**src/sv/cbz_pkg.sv**
```systemverilog
// Shared types and constants for the cubic Bezier inverse-by-bisection unit.
package cbz_pkg;

    // Fixed field widths
    localparam int unsigned CTRL_W      = 32;
    localparam int unsigned TOL_W       = 16;
    localparam int unsigned T_OUT_W     = 16;
    localparam int unsigned STEPS_OUT_W = 5;
    localparam int unsigned CFG_IDX_W   = 3;

    // Configuration register indexes
    localparam logic [CFG_IDX_W-1:0] REG_CTRL_START = 3'd0;
    localparam logic [CFG_IDX_W-1:0] REG_CTRL_ONE   = 3'd1;
    localparam logic [CFG_IDX_W-1:0] REG_CTRL_TWO   = 3'd2;
    localparam logic [CFG_IDX_W-1:0] REG_CTRL_END   = 3'd3;
    localparam logic [CFG_IDX_W-1:0] REG_TOLERANCE  = 3'd4;

    // Register reset values
    localparam logic [CTRL_W-1:0] RST_CTRL_START = 32'd0;
    localparam logic [CTRL_W-1:0] RST_CTRL_ONE   = 32'd0;
    localparam logic [CTRL_W-1:0] RST_CTRL_TWO   = 32'd65536;
    localparam logic [CTRL_W-1:0] RST_CTRL_END   = 32'd65536;
    localparam logic [TOL_W-1:0]  RST_TOLERANCE  = 16'd7;

    // Sequencer states: idle, one state per datapath stage of a bisection step, and output load
    typedef enum logic [2:0] {
        ST_IDLE,
        ST_SQ,
        ST_CUBE,
        ST_PROD,
        ST_ACC,
        ST_FIN
    } t_state;

    // Commands from controller to datapath
    typedef struct packed {
        logic load;
        logic sq_en;
        logic cube_en;
        logic prod_en;
        logic acc_en;
        logic out_load;
    } t_cmd;

    // Status from datapath to controller
    typedef struct packed {
        logic hit;
        logic last;
    } t_status;

endpackage

```
**src/sv/cbz_ctrl.sv**
```systemverilog
// Sequencer for the bisection steps and the output register handshake.
module cbz_ctrl (
    input  logic            i_clk,
    input  logic            i_rst_n,
    input  logic            i_valid,
    output logic            o_ready,
    output logic            o_valid,
    input  logic            i_ready,
    input  cbz_pkg::t_status i_status,
    output cbz_pkg::t_cmd    o_cmd
);
    import cbz_pkg::*;

    t_state r_state;
    t_state n_state;
    logic   r_out_valid;
    logic   n_out_valid;
    t_cmd   cmd;

    // State and output valid registers
    always_ff @(posedge i_clk) begin
        if (!i_rst_n) begin
            r_state     <= ST_IDLE;
            r_out_valid <= 1'b0;
        end else begin
            r_state     <= n_state;
            r_out_valid <= n_out_valid;
        end
    end

    // Next state and commands
    always_comb begin
        n_state = r_state;
        cmd     = '0;
        case (r_state)
            ST_IDLE: begin
                if (i_valid) begin
                    cmd.load = 1'b1;
                    n_state  = ST_SQ;
                end
            end
            ST_SQ: begin
                cmd.sq_en = 1'b1;
                n_state   = ST_CUBE;
            end
            ST_CUBE: begin
                cmd.cube_en = 1'b1;
                n_state     = ST_PROD;
            end
            ST_PROD: begin
                cmd.prod_en = 1'b1;
                n_state     = ST_ACC;
            end
            ST_ACC: begin
                cmd.acc_en = 1'b1;
                n_state    = (i_status.hit || i_status.last) ? ST_FIN : ST_SQ;
            end
            ST_FIN: begin
                // wait for the output register to be free
                if (!r_out_valid || i_ready) begin
                    cmd.out_load = 1'b1;
                    n_state      = ST_IDLE;
                end
            end
            default: begin
                n_state = ST_IDLE;
            end
        endcase

        if (cmd.out_load)
            n_out_valid = 1'b1;
        else if (r_out_valid && i_ready)
            n_out_valid = 1'b0;
        else
            n_out_valid = r_out_valid;
    end

    assign o_cmd   = cmd;
    assign o_ready = (r_state == ST_IDLE);
    assign o_valid = r_out_valid;

endmodule

```
**config.mk**
```make
export PLATFORM = sky130hd
export DESIGN_NAME = cbz_ctrl
export DESIGN_NICKNAME = d
export VERILOG_FILES = /design/src/sv/cbz_pkg.sv /design/src/sv/cbz_ctrl.sv
export SDC_FILE = /design/constraint.sdc
export NUM_CORES = 1
export LEC_CHECK = 0
export BUFFER_PORTS_ARGS = -buffer_cell sky130_fd_sc_hd__buf_2
export CAP_MARGIN = 20
export CORE_AREA = 2 2 39 41
export CTS_BUF_LIST = sky130_fd_sc_hd__clkbuf_16
export DETAILED_ROUTE_END_ITERATION = 10
export DIE_AREA = 0 0 41 43
export PLACE_DENSITY_LB_ADDON = 0.15
export SYNTH_ARGS = -nofsm -noshare
export SYNTH_HDL_FRONTEND = slang
export SYNTH_SLANG_ARGS = --single-unit
```
**constraint.sdc**
```tcl
create_clock -name i_clk -period 1.05 [get_ports i_clk]
set_input_delay 0.105 -clock i_clk [delete_from_list [all_inputs] [get_ports i_clk]]
set_output_delay 0.105 -clock i_clk [all_outputs]
set_load 0.05 [all_outputs]
```
==> key figures <==
Final layout
  • # nets final: 56
  • Syn-to-layout area delta: 121%
  • Ant diodes: 0
  • Design area: roughly 570 sq um
  • Final Util: 0.415
  • Share of layout cells above drive strength 1: 0.792
  • Post-Layout Cell Count: 64

Detailed routing
  • Post-Route WL: between 700 and 800 um
  • Drt wl/cell: ~11 um
  • Vias: around 280
  • Vias per Instance: approximately 4.4
  • DRC viols: 0
  • First-pass DRT Iterations: 2
  • Routed Antenna Nets: 0
  • Iter 0 DRT Violations: 2

Floorplanning
  • Die W: 41 um
  • Die area: between 1500 and 2000 sq um
  • FP Rows: 14
  • Initial Util: 0.188
  • Ports: 14
  • Die H: 43 um
  • Placeable Area: ~1400 sq um

Power
  • Power Internal: 0.801 mW
  • Sw Pwr: approximately 0.29 mW
  • Power Dens Cells: around 1900 nW/um^2
  • Worst VDD drop: between 0.0015 and 0.002 V
  • Switching Fraction: 0.263
  • Comb pwr share: 0.288
  • Pwr Total: roughly 1.1 mW
  • Clock power frac: 0.534
  • Leakage: 0.239 nW
  • Seq pwr share: 0.178

Place
  • Routability cong.: 0.703
  • DP Area: between 300 and 400 sq um
  • HPWL Detailed: approximately 450 um
  • PortBufs: 13
  • Placed insts: between 50 and 60
  • Pre-CTS WS: -0.122 ns

Timing
  • Max Slew Vio Count: 0
  • Hold Vio Cnt, Final: 0
  • Setup violators final: 8
  • Final hold slack: ~0.15 ns
  • RSZ-0062 raised after global routing: true
  • TNS Setup: -0.607 ns
  • Skew final: around 0.0017 ns
  • Measured slew at the worst slew-check pin: between 0.2 and 0.25 ns
  • Relative slew margins: 0.837
  • Crit path time final: ~1.2 ns
  • Period utilization: 1.15
  • Setup ws final: -0.159 ns
  • Max Clock Freq: around 830 MHz

Yosys
  • Post-Syn Area per Cell: 8.68 sq um
  • Synth Cell Area: ~260 sq um
  • Synth Flop Type: dfxtp_1
  • Seq/Total Area, Yosys: 0.308
  • Seq cells post-synth: 4
  • Area leader, netlist: dfxtp_1
  • Commonest cells post-synth: dfxtp_1, nor3b_1
  • Async S/R FF share, synth: 0
  • Syn. warnings: 0
  • Most numerous cell in the Yosys netlist: dfxtp_1
  • Yosys cell types: 21
  • EDFF count, synth: 0
  • Synth area leaders: dfxtp_1, buf_6, nor3b_1
  • Synth Instances: 30
  • Synth top area share: 0.308
  • Mapped Nets: 36

Flow run
  • MaxCap Viol Count: 0

Clocking
  • CTS tree: built
  • Clock latency at the later pin of the worst-skew pair: approximately 0.22 ns
  • Total CTS buffers: 3
  • CTS clk-pin slew, worst paths: about 0.030 ns
  • Hold-fix buffers at CTS: 0
  • Clock sinks: 4
  • Max clock buf depth: 2
  • CTS H-tree depth: 1
  • Clock root buffer: clkbuf_16

GRT
  • Vias in the first global route: roughly 240
  • Largest net degree at the start of global routing: 8
  • Initial antenna violation count: 0
  • GR Overflow Total: 0
  • GR Util All Layers: 0.0984
  • First-pass GRT wire length: between 1 and 1.5 mm

Setup path
  • Crit-path cells: nor3_4 -> and2_4 -> buf_8
  • CP Max Fanout: 6
  • Crit-path max cell delay: 0.36 ns
  • Crit path required time: about 0.94 ns
  • WP data arrival: 1.10 ns
  • Critical Path Start: r_state[2]
  • Crit Path Category: reg -> out
  • Reg-to-reg startpoint: r_state[1]
  • Critical Path Slowest Stage Cell: dfxtp_4
  • Worst setup SP type: flop
  • Worst setup EP type: output pin

Worst hold path
  • Path category of the worst min-delay check: in -> reg
  • HP Start: i_rst_n

Outcome
  • Violated checks: negative setup slack
  • Outcome: complete, but fails checks
-- repair_timing --
action                                  CTS  global route
setup buffers                             3             1
gates resized for setup                  29             9
endpoints found under the setup margin    8            10
pin swaps                                 3             6
-- final timing paths --
| kind | to | slack (ns) | cells after the start |
|---|---|---|---|
| max | o_cmd[5] | -0.16 | 3 |
| min | r_state[0] | 0.15 | 3 |
| max reg2reg | r_state[0] | -0.01 | 4 |
| min reg2reg | o_valid | 0.55 | 2 |
-- per-layer routing --
layer	wire, um	global-route usage
met2	329	0.116
met3	66	0.0785
met5	0	0
met1	326	0.138
met4	0	0.0200
-- kinds of logic after synthesis --
family,synth area share
xor+xnor,0.0337
buf+inv,0.135
compound gates,0.106
simple gates,0.418
flops,0.308
-- critical path, delay by kind of cell, from the launching register on --
family / cells / cell delay (ns)
buffers and inverters: 1 / 0.13
DFF: 1 / 0.36
and+or+nand+nor: 2 / 0.38
-- cell type report --
| cell class | instances | area [sq um] |
|---|---|---|
| fill | 149 | 810 |
| multi-input combinational | 22 | 210 |
| timing repair buffer | 19 | 176 |
| sequential | 4 | 92.6 |
| clock buffer | 3 | 75.1 |
| tap | 16 | 20.0 |
-- state kept, by name (all words and copies together) (netlist names) --
register  count
o_valid       1
r_state       3
-- cells in the final DEF (no fill, tap or decap), drive strengths merged --
cell type	n
a211oi	1
a21boi	1
a21oi	1
and2	1
and3b	1
buf	19
clkbuf	3
dfxtp	4
nand2	2
nand2b	2
nand3	1
nand3b	1
nor2	2
nor2b	1
nor3	2
nor3b	3
o21a	1
or3	1
xnor2	1
-- power by group through the flow --
stage / Sequential (mW) / Combinational [mW] / Clock [mW]
3_3_place_gp: 0.197 / 0.213 / 0
3_5_place_dp: 0.198 / 0.213 / 0
4_1_cts: 0.194 / 0.291 / 0.592
2_1_floorplan: 0.172 / 0.208 / 0
6_report: 0.194 / 0.313 / 0.580
5_1_grt: 0.197 / 0.329 / 0.609
No activity file was read; power rests on OpenSTA's default activity.
